===== src/sv/ltsm_pkg.sv =====
// ----------------------------------------------------------------------------
// Link timeout and stall monitor package
// Shared counts, codes, payload types and the decoded command that passes
// from the classifier to the executor.
// ----------------------------------------------------------------------------
package ltsm_pkg;

	localparam int MOTOR_COUNT  = 2;
	localparam int DEVICE_COUNT = 4;
	localparam int CH_COUNT     = MOTOR_COUNT + DEVICE_COUNT;

	localparam int TIME_W   = 32;
	localparam int LEVEL_W  = 15;
	localparam int KIND_W   = 3;
	localparam int CHAN_W   = 4;
	localparam int SAMPLE_W = 16;
	localparam int MAG_W    = SAMPLE_W + 1;
	localparam int OFF_W    = 6;
	localparam int STALL_W  = 2;
	localparam int CFG_IDX_W = 3;

	localparam int CH_IDX_W   = $clog2(CH_COUNT);
	localparam int MOT_IDX_W  = (MOTOR_COUNT > 1) ? $clog2(MOTOR_COUNT) : 1;
	localparam int OFF_SPAN   = (CH_COUNT > OFF_W) ? CH_COUNT : OFF_W;
	localparam int STALL_SPAN = (MOTOR_COUNT > STALL_W) ? MOTOR_COUNT : STALL_W;

	localparam int QUEUE_DEPTH = 2;
	localparam int QPTR_W      = $clog2(QUEUE_DEPTH);
	localparam int QCNT_W      = $clog2(QUEUE_DEPTH + 1);

	localparam logic [KIND_W-1:0] KIND_TICK         = 3'd0;
	localparam logic [KIND_W-1:0] KIND_MOTOR_HEARD  = 3'd1;
	localparam logic [KIND_W-1:0] KIND_DEVICE_HEARD = 3'd2;
	localparam logic [KIND_W-1:0] KIND_MOTOR_SAMPLE = 3'd3;
	localparam logic [KIND_W-1:0] KIND_CHECK        = 3'd4;

	localparam logic [CFG_IDX_W-1:0] CFG_MOTOR_TIMEOUT  = 3'd0;
	localparam logic [CFG_IDX_W-1:0] CFG_DEVICE_TIMEOUT = 3'd1;
	localparam logic [CFG_IDX_W-1:0] CFG_STALL_SPEED    = 3'd2;
	localparam logic [CFG_IDX_W-1:0] CFG_STALL_DRIVE    = 3'd3;
	localparam logic [CFG_IDX_W-1:0] CFG_STALL_TIME     = 3'd4;

	typedef enum logic [2:0] {
		OP_NONE,
		OP_TICK,
		OP_MOTOR_HEARD,
		OP_DEVICE_HEARD,
		OP_SAMPLE,
		OP_CHECK
	} op_t;

	typedef struct packed {
		logic [KIND_W-1:0]          kind;
		logic [CHAN_W-1:0]          channel;
		logic signed [SAMPLE_W-1:0] motor_speed;
		logic signed [SAMPLE_W-1:0] drive_output;
	} in_item_t;

	typedef struct packed {
		logic [OFF_W-1:0]   offline_flags;
		logic [STALL_W-1:0] stall_flags;
		logic               any_stall;
	} out_item_t;

	typedef struct packed {
		logic [TIME_W-1:0]  motor_timeout;
		logic [TIME_W-1:0]  device_timeout;
		logic [LEVEL_W-1:0] stall_speed;
		logic [LEVEL_W-1:0] stall_drive;
		logic [TIME_W-1:0]  stall_time;
	} cfg_t;

	typedef struct packed {
		op_t                 op;
		logic [CH_IDX_W-1:0] idx;
		logic                cond;
	} cmd_t;

endpackage


===== src/sv/link_timeout_and_stall_monitor.sv =====
// ----------------------------------------------------------------------------
// Link timeout and stall monitor
// Tracks contact times of motors and devices against per-class timeouts and
// flags motors that hold low speed under high drive for too long.
// ----------------------------------------------------------------------------
// Channel  Signals                              Direction  Moves
// item     item_valid, item_stall, item         in         one input item
// result   result_valid, result_stall, result   out        one flag report
// cfg      cfg_valid, cfg_ready, cfg_index,     in         one register write
//          cfg_data
//
// Every item gives one result. A check is taken by the executor and then walks
// all six contact stamps, one per cycle, the last only while the output register
// is free; no item is taken from the queue until the walk ends.
// A two-entry command queue lets items enter while the executor is busy.
// Reset clears time, stamps, timers and flags and loads the register defaults.
// A stalled result holds in the output register and the executor waits.
// ----------------------------------------------------------------------------
module link_timeout_and_stall_monitor (
	input  logic                                clk,
	input  logic                                arst_n,
	input  logic                                item_valid,
	output logic                                item_stall,
	input  ltsm_pkg::in_item_t                  item,
	output logic                                result_valid,
	input  logic                                result_stall,
	output ltsm_pkg::out_item_t                 result,
	input  logic                                cfg_valid,
	output logic                                cfg_ready,
	input  logic [ltsm_pkg::CFG_IDX_W-1:0]      cfg_index,
	input  logic [ltsm_pkg::TIME_W-1:0]         cfg_data
);

	ltsm_pkg::cfg_t cfg_q;
	ltsm_pkg::cmd_t front_cmd;
	ltsm_pkg::cmd_t q_cmd;
	logic           push;
	logic           pop;
	logic           q_full;
	logic           q_empty;

	assign cfg_ready = 1'b1;

	always_ff @(posedge clk or negedge arst_n) begin
		if (!arst_n) begin
			cfg_q.motor_timeout  <= ltsm_pkg::TIME_W'(5000);
			cfg_q.device_timeout <= ltsm_pkg::TIME_W'(5000);
			cfg_q.stall_speed    <= ltsm_pkg::LEVEL_W'(5);
			cfg_q.stall_drive    <= ltsm_pkg::LEVEL_W'(2500);
			cfg_q.stall_time     <= ltsm_pkg::TIME_W'(20000);
		end else if (cfg_valid && cfg_ready) begin
			case (cfg_index)
				ltsm_pkg::CFG_MOTOR_TIMEOUT: begin
					cfg_q.motor_timeout <= cfg_data;
				end
				ltsm_pkg::CFG_DEVICE_TIMEOUT: begin
					cfg_q.device_timeout <= cfg_data;
				end
				ltsm_pkg::CFG_STALL_SPEED: begin
					cfg_q.stall_speed <= cfg_data[ltsm_pkg::LEVEL_W-1:0];
				end
				ltsm_pkg::CFG_STALL_DRIVE: begin
					cfg_q.stall_drive <= cfg_data[ltsm_pkg::LEVEL_W-1:0];
				end
				ltsm_pkg::CFG_STALL_TIME: begin
					cfg_q.stall_time <= cfg_data;
				end
				default: begin
				end
			endcase
		end
	end

	ltsm_front u_front (
		.item_valid (item_valid),
		.item_stall (item_stall),
		.item       (item),
		.cfg        (cfg_q),
		.queue_full (q_full),
		.push       (push),
		.cmd        (front_cmd)
	);

	ltsm_queue u_queue (
		.clk    (clk),
		.arst_n (arst_n),
		.push   (push),
		.wr_cmd (front_cmd),
		.full   (q_full),
		.pop    (pop),
		.rd_cmd (q_cmd),
		.empty  (q_empty)
	);

	ltsm_back u_back (
		.clk          (clk),
		.arst_n       (arst_n),
		.cfg          (cfg_q),
		.q_empty      (q_empty),
		.q_cmd        (q_cmd),
		.pop          (pop),
		.result_valid (result_valid),
		.result_stall (result_stall),
		.result       (result)
	);

endmodule


===== src/sv/ltsm_front.sv =====
// ----------------------------------------------------------------------------
// Link timeout and stall monitor, front end
// Accepts items, turns items with out-of-range channels into no-op commands,
// maps channels to slots and evaluates the stall condition of motor samples.
// ----------------------------------------------------------------------------
module ltsm_front (
	input  logic              item_valid,
	output logic              item_stall,
	input  ltsm_pkg::in_item_t item,
	input  ltsm_pkg::cfg_t    cfg,
	input  logic              queue_full,
	output logic              push,
	output ltsm_pkg::cmd_t    cmd
);

	logic [ltsm_pkg::MAG_W-1:0] speed_mag;
	logic [ltsm_pkg::MAG_W-1:0] drive_mag;
	logic [ltsm_pkg::MAG_W-1:0] speed_ext;
	logic [ltsm_pkg::MAG_W-1:0] drive_ext;
	logic                       motor_ok;
	logic                       device_ok;

	assign item_stall = queue_full;
	assign push       = item_valid && !queue_full;

	assign speed_ext = {item.motor_speed[ltsm_pkg::SAMPLE_W-1], item.motor_speed};
	assign drive_ext = {item.drive_output[ltsm_pkg::SAMPLE_W-1], item.drive_output};
	assign speed_mag = item.motor_speed[ltsm_pkg::SAMPLE_W-1] ?
		(ltsm_pkg::MAG_W'(0) - speed_ext) : speed_ext;
	assign drive_mag = item.drive_output[ltsm_pkg::SAMPLE_W-1] ?
		(ltsm_pkg::MAG_W'(0) - drive_ext) : drive_ext;

	assign motor_ok  = item.channel < ltsm_pkg::CHAN_W'(ltsm_pkg::MOTOR_COUNT);
	assign device_ok = item.channel < ltsm_pkg::CHAN_W'(ltsm_pkg::DEVICE_COUNT);

	always_comb begin
		cmd.op   = ltsm_pkg::OP_NONE;
		cmd.idx  = ltsm_pkg::CH_IDX_W'(item.channel);
		cmd.cond = (speed_mag < ltsm_pkg::MAG_W'(cfg.stall_speed)) &&
			(drive_mag > ltsm_pkg::MAG_W'(cfg.stall_drive));
		case (item.kind)
			ltsm_pkg::KIND_TICK: begin
				cmd.op = ltsm_pkg::OP_TICK;
			end
			ltsm_pkg::KIND_MOTOR_HEARD: begin
				if (motor_ok) begin
					cmd.op = ltsm_pkg::OP_MOTOR_HEARD;
				end
			end
			ltsm_pkg::KIND_DEVICE_HEARD: begin
				if (device_ok) begin
					cmd.op  = ltsm_pkg::OP_DEVICE_HEARD;
					cmd.idx = ltsm_pkg::CH_IDX_W'((ltsm_pkg::CHAN_W + 1)'(item.channel) +
						(ltsm_pkg::CHAN_W + 1)'(ltsm_pkg::MOTOR_COUNT));
				end
			end
			ltsm_pkg::KIND_MOTOR_SAMPLE: begin
				if (motor_ok) begin
					cmd.op = ltsm_pkg::OP_SAMPLE;
				end
			end
			ltsm_pkg::KIND_CHECK: begin
				cmd.op = ltsm_pkg::OP_CHECK;
			end
			default: begin
				cmd.op = ltsm_pkg::OP_NONE;
			end
		endcase
	end

endmodule


===== src/sv/ltsm_queue.sv =====
// ----------------------------------------------------------------------------
// Link timeout and stall monitor, command queue
// Short first-in first-out buffer of decoded commands between the front end
// and the executor.
// ----------------------------------------------------------------------------
module ltsm_queue (
	input  logic           clk,
	input  logic           arst_n,
	input  logic           push,
	input  ltsm_pkg::cmd_t wr_cmd,
	output logic           full,
	input  logic           pop,
	output ltsm_pkg::cmd_t rd_cmd,
	output logic           empty
);

	ltsm_pkg::cmd_t                slot_q [ltsm_pkg::QUEUE_DEPTH];
	logic [ltsm_pkg::QPTR_W-1:0]   wr_ptr_q;
	logic [ltsm_pkg::QPTR_W-1:0]   rd_ptr_q;
	logic [ltsm_pkg::QCNT_W-1:0]   count_q;

	assign full   = count_q == ltsm_pkg::QCNT_W'(ltsm_pkg::QUEUE_DEPTH);
	assign empty  = count_q == '0;
	assign rd_cmd = slot_q[rd_ptr_q];

	always_ff @(posedge clk or negedge arst_n) begin
		if (!arst_n) begin
			wr_ptr_q <= '0;
			rd_ptr_q <= '0;
			count_q  <= '0;
		end else begin
			if (push) begin
				wr_ptr_q <= (wr_ptr_q == ltsm_pkg::QPTR_W'(ltsm_pkg::QUEUE_DEPTH - 1)) ?
					'0 : wr_ptr_q + 1'b1;
			end
			if (pop) begin
				rd_ptr_q <= (rd_ptr_q == ltsm_pkg::QPTR_W'(ltsm_pkg::QUEUE_DEPTH - 1)) ?
					'0 : rd_ptr_q + 1'b1;
			end
			if (push && !pop) begin
				count_q <= count_q + 1'b1;
			end else if (pop && !push) begin
				count_q <= count_q - 1'b1;
			end
		end
	end

	always_ff @(posedge clk) begin
		if (push) begin
			slot_q[wr_ptr_q] <= wr_cmd;
		end
	end

	assert property (@(posedge clk) disable iff (!arst_n) !(push && full))
		else $error("Queue written while full.");
	assert property (@(posedge clk) disable iff (!arst_n) !(pop && empty))
		else $error("Queue read while empty.");
	assert property (@(posedge clk) disable iff (!arst_n)
		(push && !pop) |=> (count_q == $past(count_q) + 1'b1))
		else $error("Queue count did not follow a write.");

endmodule


===== src/sv/ltsm_back.sv =====
// ----------------------------------------------------------------------------
// Link timeout and stall monitor, executor
// Keeps time, contact stamps and stall timers, walks all channels on a check
// and holds the result register toward the output channel.
// ----------------------------------------------------------------------------
module ltsm_back (
	input  logic                 clk,
	input  logic                 arst_n,
	input  ltsm_pkg::cfg_t       cfg,
	input  logic                 q_empty,
	input  ltsm_pkg::cmd_t       q_cmd,
	output logic                 pop,
	output logic                 result_valid,
	input  logic                 result_stall,
	output ltsm_pkg::out_item_t  result
);

	typedef enum logic {
		ST_RUN,
		ST_WALK
	} state_t;

	state_t                              state_q;
	logic [ltsm_pkg::TIME_W-1:0]         now_q;
	logic [ltsm_pkg::TIME_W-1:0]         heard_q [ltsm_pkg::CH_COUNT];
	logic [ltsm_pkg::TIME_W-1:0]         began_q [ltsm_pkg::MOTOR_COUNT];
	logic [ltsm_pkg::MOTOR_COUNT-1:0]    timing_q;
	logic [ltsm_pkg::STALL_SPAN-1:0]     stall_q;
	logic [ltsm_pkg::OFF_SPAN-1:0]       offline_q;
	logic [ltsm_pkg::OFF_SPAN-1:0]       acc_q;
	logic [ltsm_pkg::CH_IDX_W-1:0]       walk_q;
	logic                                out_valid_q;
	ltsm_pkg::out_item_t                 out_q;

	logic                                out_free;
	logic                                out_load;
	logic [ltsm_pkg::MOT_IDX_W-1:0]      mot;
	logic                                stall_hit;
	logic [ltsm_pkg::STALL_SPAN-1:0]     stall_next;
	logic [ltsm_pkg::TIME_W-1:0]         timeout;
	logic                                walk_hit;
	logic [ltsm_pkg::OFF_SPAN-1:0]       acc_next;
	logic                                walk_last;

	assign out_free     = !out_valid_q || !result_stall;
	assign pop          = (state_q == ST_RUN) && !q_empty && out_free;
	assign result_valid = out_valid_q;
	assign result       = out_q;

	assign mot       = q_cmd.idx[ltsm_pkg::MOT_IDX_W-1:0];
	assign stall_hit = q_cmd.cond && timing_q[mot] &&
		((now_q - began_q[mot]) > cfg.stall_time);

	always_comb begin
		stall_next = stall_q;
		if (pop && q_cmd.op == ltsm_pkg::OP_SAMPLE) begin
			stall_next[mot] = stall_hit;
		end
	end

	assign timeout  = (walk_q < ltsm_pkg::CH_IDX_W'(ltsm_pkg::MOTOR_COUNT)) ?
		cfg.motor_timeout : cfg.device_timeout;
	assign walk_hit  = (now_q - heard_q[walk_q]) > timeout;
	assign walk_last = walk_q == ltsm_pkg::CH_IDX_W'(ltsm_pkg::CH_COUNT - 1);

	assign out_load = (pop && q_cmd.op != ltsm_pkg::OP_CHECK) ||
		((state_q == ST_WALK) && walk_last && out_free);

	always_comb begin
		acc_next = acc_q;
		acc_next[walk_q] = walk_hit;
	end

	always_ff @(posedge clk or negedge arst_n) begin
		if (!arst_n) begin
			state_q     <= ST_RUN;
			now_q       <= '0;
			heard_q     <= '{default: '0};
			began_q     <= '{default: '0};
			timing_q    <= '0;
			stall_q     <= '0;
			offline_q   <= '0;
			acc_q       <= '0;
			walk_q      <= '0;
			out_valid_q <= 1'b0;
			out_q       <= '0;
		end else begin
			if (out_load) begin
				out_valid_q <= 1'b1;
			end else if (!result_stall) begin
				out_valid_q <= 1'b0;
			end
			case (state_q)
				ST_RUN: begin
					if (pop) begin
						case (q_cmd.op)
							ltsm_pkg::OP_TICK: begin
								now_q <= now_q + 1'b1;
							end
							ltsm_pkg::OP_MOTOR_HEARD, ltsm_pkg::OP_DEVICE_HEARD: begin
								heard_q[q_cmd.idx] <= now_q;
							end
							ltsm_pkg::OP_SAMPLE: begin
								if (q_cmd.cond) begin
									if (!timing_q[mot]) begin
										timing_q[mot] <= 1'b1;
										began_q[mot]  <= now_q;
									end
								end else begin
									timing_q[mot] <= 1'b0;
								end
								stall_q <= stall_next;
							end
							ltsm_pkg::OP_CHECK: begin
								state_q <= ST_WALK;
								walk_q  <= '0;
								acc_q   <= '0;
							end
							default: begin
							end
						endcase
						if (q_cmd.op != ltsm_pkg::OP_CHECK) begin
							out_q.offline_flags <= offline_q[ltsm_pkg::OFF_W-1:0];
							out_q.stall_flags   <= stall_next[ltsm_pkg::STALL_W-1:0];
							out_q.any_stall     <= |stall_next;
						end
					end
				end
				ST_WALK: begin
					if (!walk_last) begin
						acc_q  <= acc_next;
						walk_q <= walk_q + 1'b1;
					end else if (out_free) begin
						offline_q           <= acc_next;
						state_q             <= ST_RUN;
						out_q.offline_flags <= acc_next[ltsm_pkg::OFF_W-1:0];
						out_q.stall_flags   <= stall_q[ltsm_pkg::STALL_W-1:0];
						out_q.any_stall     <= |stall_q;
					end
				end
				default: begin
					state_q <= ST_RUN;
				end
			endcase
		end
	end

	assert property (@(posedge clk) disable iff (!arst_n)
		(stall_q[ltsm_pkg::MOTOR_COUNT-1:0] & ~timing_q) == '0)
		else $error("Stall flag set without a running stall timer.");
	assert property (@(posedge clk) disable iff (!arst_n)
		(pop && q_cmd.op == ltsm_pkg::OP_CHECK) |=> (state_q == ST_WALK && walk_q == '0))
		else $error("Check command did not start a channel walk.");
	assert property (@(posedge clk) disable iff (!arst_n)
		(state_q == ST_WALK) |-> (walk_q < ltsm_pkg::CH_IDX_W'(ltsm_pkg::CH_COUNT)))
		else $error("Channel walk ran past the last channel.");
	assert property (@(posedge clk) disable iff (!arst_n)
		(state_q == ST_WALK) |-> !pop)
		else $error("Command taken during a channel walk.");

endmodule

===== config.mk =====
export PLATFORM = sky130hd
export DESIGN_NAME = link_timeout_and_stall_monitor
export DESIGN_NICKNAME = d
export VERILOG_FILES = /design/src/sv/ltsm_pkg.sv /design/src/sv/link_timeout_and_stall_monitor.sv /design/src/sv/ltsm_front.sv /design/src/sv/ltsm_queue.sv /design/src/sv/ltsm_back.sv
export SDC_FILE = /design/constraint.sdc
export NUM_CORES = 1
export LEC_CHECK = 0
export CELL_PAD_IN_SITES_DETAIL_PLACEMENT = 1
export CELL_PAD_IN_SITES_GLOBAL_PLACEMENT = 2
export CORE_MARGIN = 2
export CORE_UTILIZATION = 48
export CTS_BUF_LIST = sky130_fd_sc_hd__clkbuf_4 sky130_fd_sc_hd__clkbuf_8 sky130_fd_sc_hd__clkbuf_16
export CTS_CLUSTER_SIZE = 20
export DETAILED_ROUTE_END_ITERATION = 12
export DONT_BUFFER_PORTS = 1
export PLACE_DENSITY = 0.95
export SYNTH_ARGS = -nofsm -noshare
export SYNTH_HDL_FRONTEND = slang
export SYNTH_HIERARCHICAL = 1
export SYNTH_SLANG_ARGS = --single-unit

===== constraint.sdc =====
create_clock -name clk -period 13.8 [get_ports clk]
set_input_delay 0.69 -clock clk [delete_from_list [all_inputs] [get_ports clk]]
set_output_delay 0.69 -clock clk [all_outputs]
set_load 0.01 [all_outputs]

# ---- Yosys cells after proc, flatten, opt, wreduce, memory -nomap -nowiden
# Memories as Yosys holds them, arrays and structs flattened.
# Cells that the tools add are included.
dict set report totals {
  latchBits 0
  wordCells 188
  mem_bits_ro 0
  mem_bits_rw 14
  out_inout_bits 12
  reg_bits 448
  mem_count 1
}
dict set report classes {
  eq_ne 24
  n_lt_le_gt_ge 16
  shift 0
  bitwise_logic 8
  addsub 11
  mux 57
  multipliers 0
  n_reduce_logical 44
  n_div 0
}
# name depth width rd rd_clocked_by_memory_dff wr line_no
set mem_list {}
lappend mem_list {u_queue.slot_q 2 7 1 0 1 ltsm_queue.sv:17} ;# ltsm_pkg::cmd_t slot_q [ltsm_pkg::QUEUE_DEPTH];
# op count
set ops {}
lappend ops {{$mux 32} 8}
lappend ops {{$bwmux 192} 1}
lappend ops {{$bmux 32 s3} 1}
lappend ops {{$demux 32 s3} 1}
lappend ops {{$bwmux 64} 1}
lappend ops {{$gt 32x32->1} 2}
lappend ops {{$sub 32x32->32} 2}
lappend ops {{$mux 9} 4}
lappend ops {{$mux 17} 2}
lappend ops {{$sub 1x16->17 const A} 2}
lappend ops {{$add 32x1->32 const B} 1}
lappend ops {{$demux 32 s1} 1}
lappend ops {{$eq 3x2->1 const B} 6}
lappend ops {{$mux 6} 3}
lappend ops {{$pmux 9 s2} 1}
lappend ops {{$gt 17x15->1} 1}
lappend ops {{$lt 17x15->1} 1}
lappend ops {{$logic_and 1x1->1} 16}
lappend ops {{$eq 3x3->1 const B} 5}
lappend ops {{$mux 3} 5}
lappend ops {{$pmux 3 s5} 1}
lappend ops {{$reduce_and 3->1} 5}
lappend ops {{$mux 1} 14}
lappend ops {{$mux 2} 6}
lappend ops {{other kinds (44)} 70}

# ---- Longest topological paths before layout
# An unclocked memory read counts as a cell.
dict set report logic_depth {
  ltp_word 14
  ltp_mapped 31
  mapped_depth_nobuf 28
}

# ---- By module
# The synthesis kept the hierarchy.
# mod area_per_inst_um2 cells_each seq_area_each_um2 instances
set by_module_without_submodules {}
lappend by_module_without_submodules {ltsm_back 18489.0 1673 7957.6 1}
lappend by_module_without_submodules {link_timeout_and_stall_monitor 4833.4 273 3180.6 1}
lappend by_module_without_submodules {ltsm_front 1417.6 202 0.0 1}
lappend by_module_without_submodules {ltsm_queue 699.4 38 520.5 1}

# ---- Worst setup path after synthesis
# No wires, ideal clock.
dict set report synth_timing {
  kind {reg2reg}
  start {register u_back/walk_q[0] in the netlist's numbering}
  end {register u_back/acc_q[0] in the netlist's numbering}
  setup_slack_ns 7.760
  t_required_ns 13.663
  path_buffers 2
  arrival_time_ns 5.903
  stages_incl_launch_ff 28
  setup_ns 0.137
  cell_sequence {dfrtp_1 > clkbuf_1 > clkinv_1 > nor3_1 > clkbuf_1 > a22oi_1 > nand3_1 > ha_1 > inv_1 > fa_1 > a211oi_2 > nor2_1 > o41ai_4 > o21ai_2 > and3_1 > o31a_1 > a221oi_4 > o31ai_1 > o41a_1 > xnor2_1 > ha_1 > nand3_1 > nor2_1 > nand3_1 > a31oi_1 > or4_1 > o22ai_1 > o31ai_1}
}
dict set report synth_between {
  elab_chain_len 9
  elab_cells_between_ends 19
  cone_classes {add/sub: 1; order compare: 4; eq/ne: 2; mux: 9; bitwise: 1; reduce/logical: 2}
}
# element line_no
set synth_lines {}
lappend synth_lines {{start: declaration} ltsm_back.sv:31} ;# logic [ltsm_pkg::CH_IDX_W-1:0] walk_q;
lappend synth_lines {{start signal: assignment} ltsm_back.sv:132} ;# walk_q <= walk_q + 1'b1;
lappend synth_lines {{$not 3->4 (implied by the code)} ltsm_back.sv:63} ;# assign walk_hit = (now_q - heard_q[walk_q]) > timeout;
lappend synth_lines {{$bmux 32 s3} ltsm_back.sv:63}
lappend synth_lines {{$mux 32 (implied by the code) (2 in a row)} ltsm_back.sv:63}
lappend synth_lines {{$sub 32x32->32} ltsm_back.sv:63}
lappend synth_lines {{$gt 32x32->1} ltsm_back.sv:63}
lappend synth_lines {{$bwmux 6} ltsm_back.sv:71} ;# acc_next[walk_q] = walk_hit;
lappend synth_lines {{$mux 6} ltsm_back.sv:130} ;# if (!walk_last) begin
lappend synth_lines {{$pmux 6 s2} ltsm_back.sv:93} ;# case (state_q)
lappend synth_lines {{end signal: assignment} ltsm_back.sv:131} ;# acc_q <= acc_next;
lappend synth_lines {{end: declaration} ltsm_back.sv:30} ;# logic [ltsm_pkg::OFF_SPAN-1:0] acc_q;
# Several ways; a longest one is shown, not always the timed one. The select of a mux whose other input is x is not followed.
# A chain may end at the register's enable or synchronous reset.

# ---- Final worst setup path
dict set report layout_timing {
  start {register u_back/walk_q[0] in the netlist's numbering}
  end {register u_back.out_q, in the netlist u_back/result[8]}
}
dict set report layout_between {
  elab_chain_len 10
  elab_cells_between_ends 20
  cone_classes {add/sub: 1; order compare: 4; eq/ne: 2; mux: 10; bitwise: 1; reduce/logical: 2}
}
# element line_no
set layout_lines {}
lappend layout_lines {{$not 3->4 (implied by the code)} ltsm_back.sv:63}
lappend layout_lines {{$bmux 32 s3} ltsm_back.sv:63}
lappend layout_lines {{$mux 32 (implied by the code) (2 in a row)} ltsm_back.sv:63}
lappend layout_lines {{$sub 32x32->32} ltsm_back.sv:63}
lappend layout_lines {{$gt 32x32->1} ltsm_back.sv:63}
lappend layout_lines {{$bwmux 6} ltsm_back.sv:71}
lappend layout_lines {{$mux 9} ltsm_back.sv:133} ;# end else if (out_free) begin
lappend layout_lines {{$mux 9} ltsm_back.sv:130}
lappend layout_lines {{$pmux 9 s2} ltsm_back.sv:93}
lappend layout_lines {{end: declaration} ltsm_back.sv:33} ;# ltsm_pkg::out_item_t out_q;
# Several ways; a longest one is shown, not always the timed one. The select of a mux whose other input is x is not followed.

==> impl_metrics.toml <==
[outcome]
outcome = "complete, no violations"

[placed_design]
hpwl_um = 45000
dp.cells = 2780
place_area_um2 = 26000
globalplace.congestion = 0.896
io_buffers = 0

[clocking]
clkTransAtPathRegs_ns = 0.06
cts_made_buffers = 49
clock-root-buffer = "clkbuf_16"
cts_setup_buffers = 0
clk-insertion-delay-late_ns = 0.60
max-clock-path-buffers = 3
cts_tree = "built"
cts_sinks = 462
htree_levels = 2

[setup_path]
crit_type = "reg -> reg"
critPathMaxFanout = 34
ff2ff_setup_slack_ns = 6.30
arrival_ns = 8.03
cp-start-kind = "flop"
endpoint_kind = "flop"
critical_path_required_ns = 14.33

[yosys]
synth_cell_type_count = 81
yosys.area.top_type = "dfrtp_1"
syn_nets = 2429
synth_edf_count = 14
syn_avg_cell_area_um2 = 11.6
synth.area.top_cells = "dfrtp_1, mux2_2, ha_1"
syn_area_um2 = 25400
ys_seq_elements = 462
synthCells = 2186
postSynth.asyncResetShare = 0.970
yosys_most_used_dff = "dfrtp_1"
synth_seq_area_share = 0.458
synth_top_cell_area_share = 0.419
yosysWarnings = 6

[sta]
slew_headroom = 0.192
rsz0062_at_grt = "false"
period_needed_ns = 7.50
fmax_mhz = 133
tightest_slew_ns = 1.18
slew_violations = 0
setup_viol = 0
period_share = 0.544
finalSetupTns_ns = 0
finalHoldViolations = 0
fin_skew_ns = 0.0216

[grt]
antenna_found_initial = 1
grt_pass1_wl_um = 106000
gr-total-overflow = 0
grt_pass1_vias = 19200
grt_use_total = 0.245
grt_max_degree = 430

[layout]
stdcell_area_um2 = 27700
final_cells = 2875
final_common_cell = "dfrtp_1"
nFillCells = 5381
layout.nets = 2391
drive_gt1_frac = 0.249
final_cell_mix = "dfrtp_1, mux2_2, ha_1, nand2_1, xnor2_1"
antenna-diode-count = 0
areaGrowthSynthToFinish_pct = 8.80

[pwr]
peakVddDrop_mv = 0.0998
p_sw_frac = 0.376
p_int_w = 0.00324
power.density_nw_per_um2 = 188
power_frac_clock = 0.253
combinationalPowerShare = 0.423
p_sw_w = 0.00195
pwr-share-seq = 0.324
power.leakage_nw = 13.4

[routing]
wire_per_inst_um = 23.0
viasPerCell = 5.97
first_pass_iters = 4
drtIter0Drc = 1037
drc = 0
routed_wl_um = 66000
ant_nets = 0
vias = 17200

[die]
core_um2 = 52400
num_rows = 84
die_h_um = 234
io_pins = 91
die_area_um2 = 54900
die_width_um = 234
initial_core_util = 0.485

[job]
cap_violations = 0

[worst_hold_path]
min_path_type = "in -> async"
per-stage QoR:
| stage | util | setup WS [ns] | hold slack (ns) | total power [W] |
|---|---|---|---|---|
| floorplan | - | 7.76 | 0.394 | 0.00323 |
| global placement | 0.495 | 5.98 | 0.421 | 0.00371 |
| detailed placement | 0.495 | 6.29 | 0.417 | 0.00384 |
| CTS | 0.527 | 6.28 | 0.0976 | 0.00523 |
| global route | 0.528 | 5.86 | 0.105 | 0.00554 |
| finish | 0.528 | 6.30 | 0.111 | 0.00520 |
power groups by stage:
| stage | Combinational (W) | Clock, W | Sequential [W] |
|---|---|---|---|
| after detailed placement | 0.00214 | 0 | 0.00171 |
| after CTS | 0.00220 | 0.00134 | 0.00169 |
| after global placement | 0.00202 | 0 | 0.00169 |
| after global routing | 0.00244 | 0.00140 | 0.00171 |
| after floorplan | 0.00159 | 0 | 0.00164 |
| final | 0.00220 | 0.00131 | 0.00168 |
layer usage:
metal  up-vias  global-route usage  wire length [um]
met1      8937               0.317             29400
met4         0              0.0783              1630
li1       7872                   -                 -
met3       101              0.0288              2220
met5         -                   0                 0
met2       263               0.426             32700
final cells by class:
type,count,area [um^2],area share
sequential,462,11700,0.421
clock inverter,21,171,0.00619
inverter,88,330,0.0119
multi-input combinational,1521,13000,0.468
clock buffer,69,1430,0.0515
timing repair buffer,26,268,0.00967
tap,688,861,0.0311
worst max-delay path, cell delays in order, from the launching register on:
cell	delay, ns
dfrtp_1	0.58
clkinv_1	0.35
and3_1	0.29
buf_4	0.27
a22oi_1	0.25
nand2_1	0.07
a221oi_1	0.41
ha_1	0.33
nor2b_1	0.14
o31a_1	0.28
o31a_1	0.29
o41a_1	0.44
a21oi_1	0.22
a31oi_1	0.19
a41o_1	0.32
a211oi_1	0.24
o21bai_1	0.11
xnor2_1	0.14
ha_1	0.31
nand3_1	0.13
nor2_1	0.08
nand3_1	0.11
nor2_1	0.14
a2111oi_0	1.01
o21ai_0	0.53
nand2_1	0.17
cell families after synthesis:
family / count (synthesis) / synth area share
DFF: 462 / 0.458
muxes: 455 / 0.199
AOI/OAI and AO/OA: 397 / 0.109
and+or+nand+nor: 382 / 0.0761
buffers and inverters: 203 / 0.0344
adders and majority gates: 164 / 0.0813
xor gates and xnor gates: 122 / 0.0420
other: 1 / 0.000147
cell usage after synthesis, types with 32 or more instances:
library cell / count
mux2i_1: 64
nand4_1: 32
a221oi_1: 32
mux2_2: 382
ha_1: 162
dfrtp_1: 426
a21oi_1: 70
inv_1: 86
a21o_1: 60
o21ai_0: 65
a22oi_1: 66
clkbuf_1: 83
xnor2_1: 90
nor2_1: 84
xor2_1: 32
nand2_1: 120
path summary, 6_finish.rpt:
path	to	startpoint	cells past startpoint
min in group clk	u_queue/slot_q[0][1]	item[32]	0
max reg2reg	u_back/result[8]	u_back/walk_q[0]	25
min reg2reg	u_back/offline_q[2]	u_back/offline_q[2]	2
max	u_back/result[8]	u_back/walk_q[0]	25
max in group asynchronous	u_back/began_q[55]	arst_n	3
min	cfg_q[10]	arst_n	1
repair_timing:
item / in CTS / in global routing
gates resized for setup: 0 / 0
hold endpoints to repair: 429 / 24
hold buffers: 2 / 1
state kept, by name, summed over array words and instances, names as in the netlist, named ones only:
name                 count
u_queue/wr_ptr_q         1
u_queue/count_q          2
u_back/heard_q         192
u_back/result            9
u_queue/rd_ptr_q         1
u_back/walk_q            3
cfg_q                  126
u_back/now_q            32
u_back/state_q           1
u_back/offline_q         6
u_back/stall_q           2
u_queue/slot_q          14
u_back/result_valid      1
u_back/acc_q             6
u_back/began_q          64
Note: power is estimated with default switching activity, not from simulation.
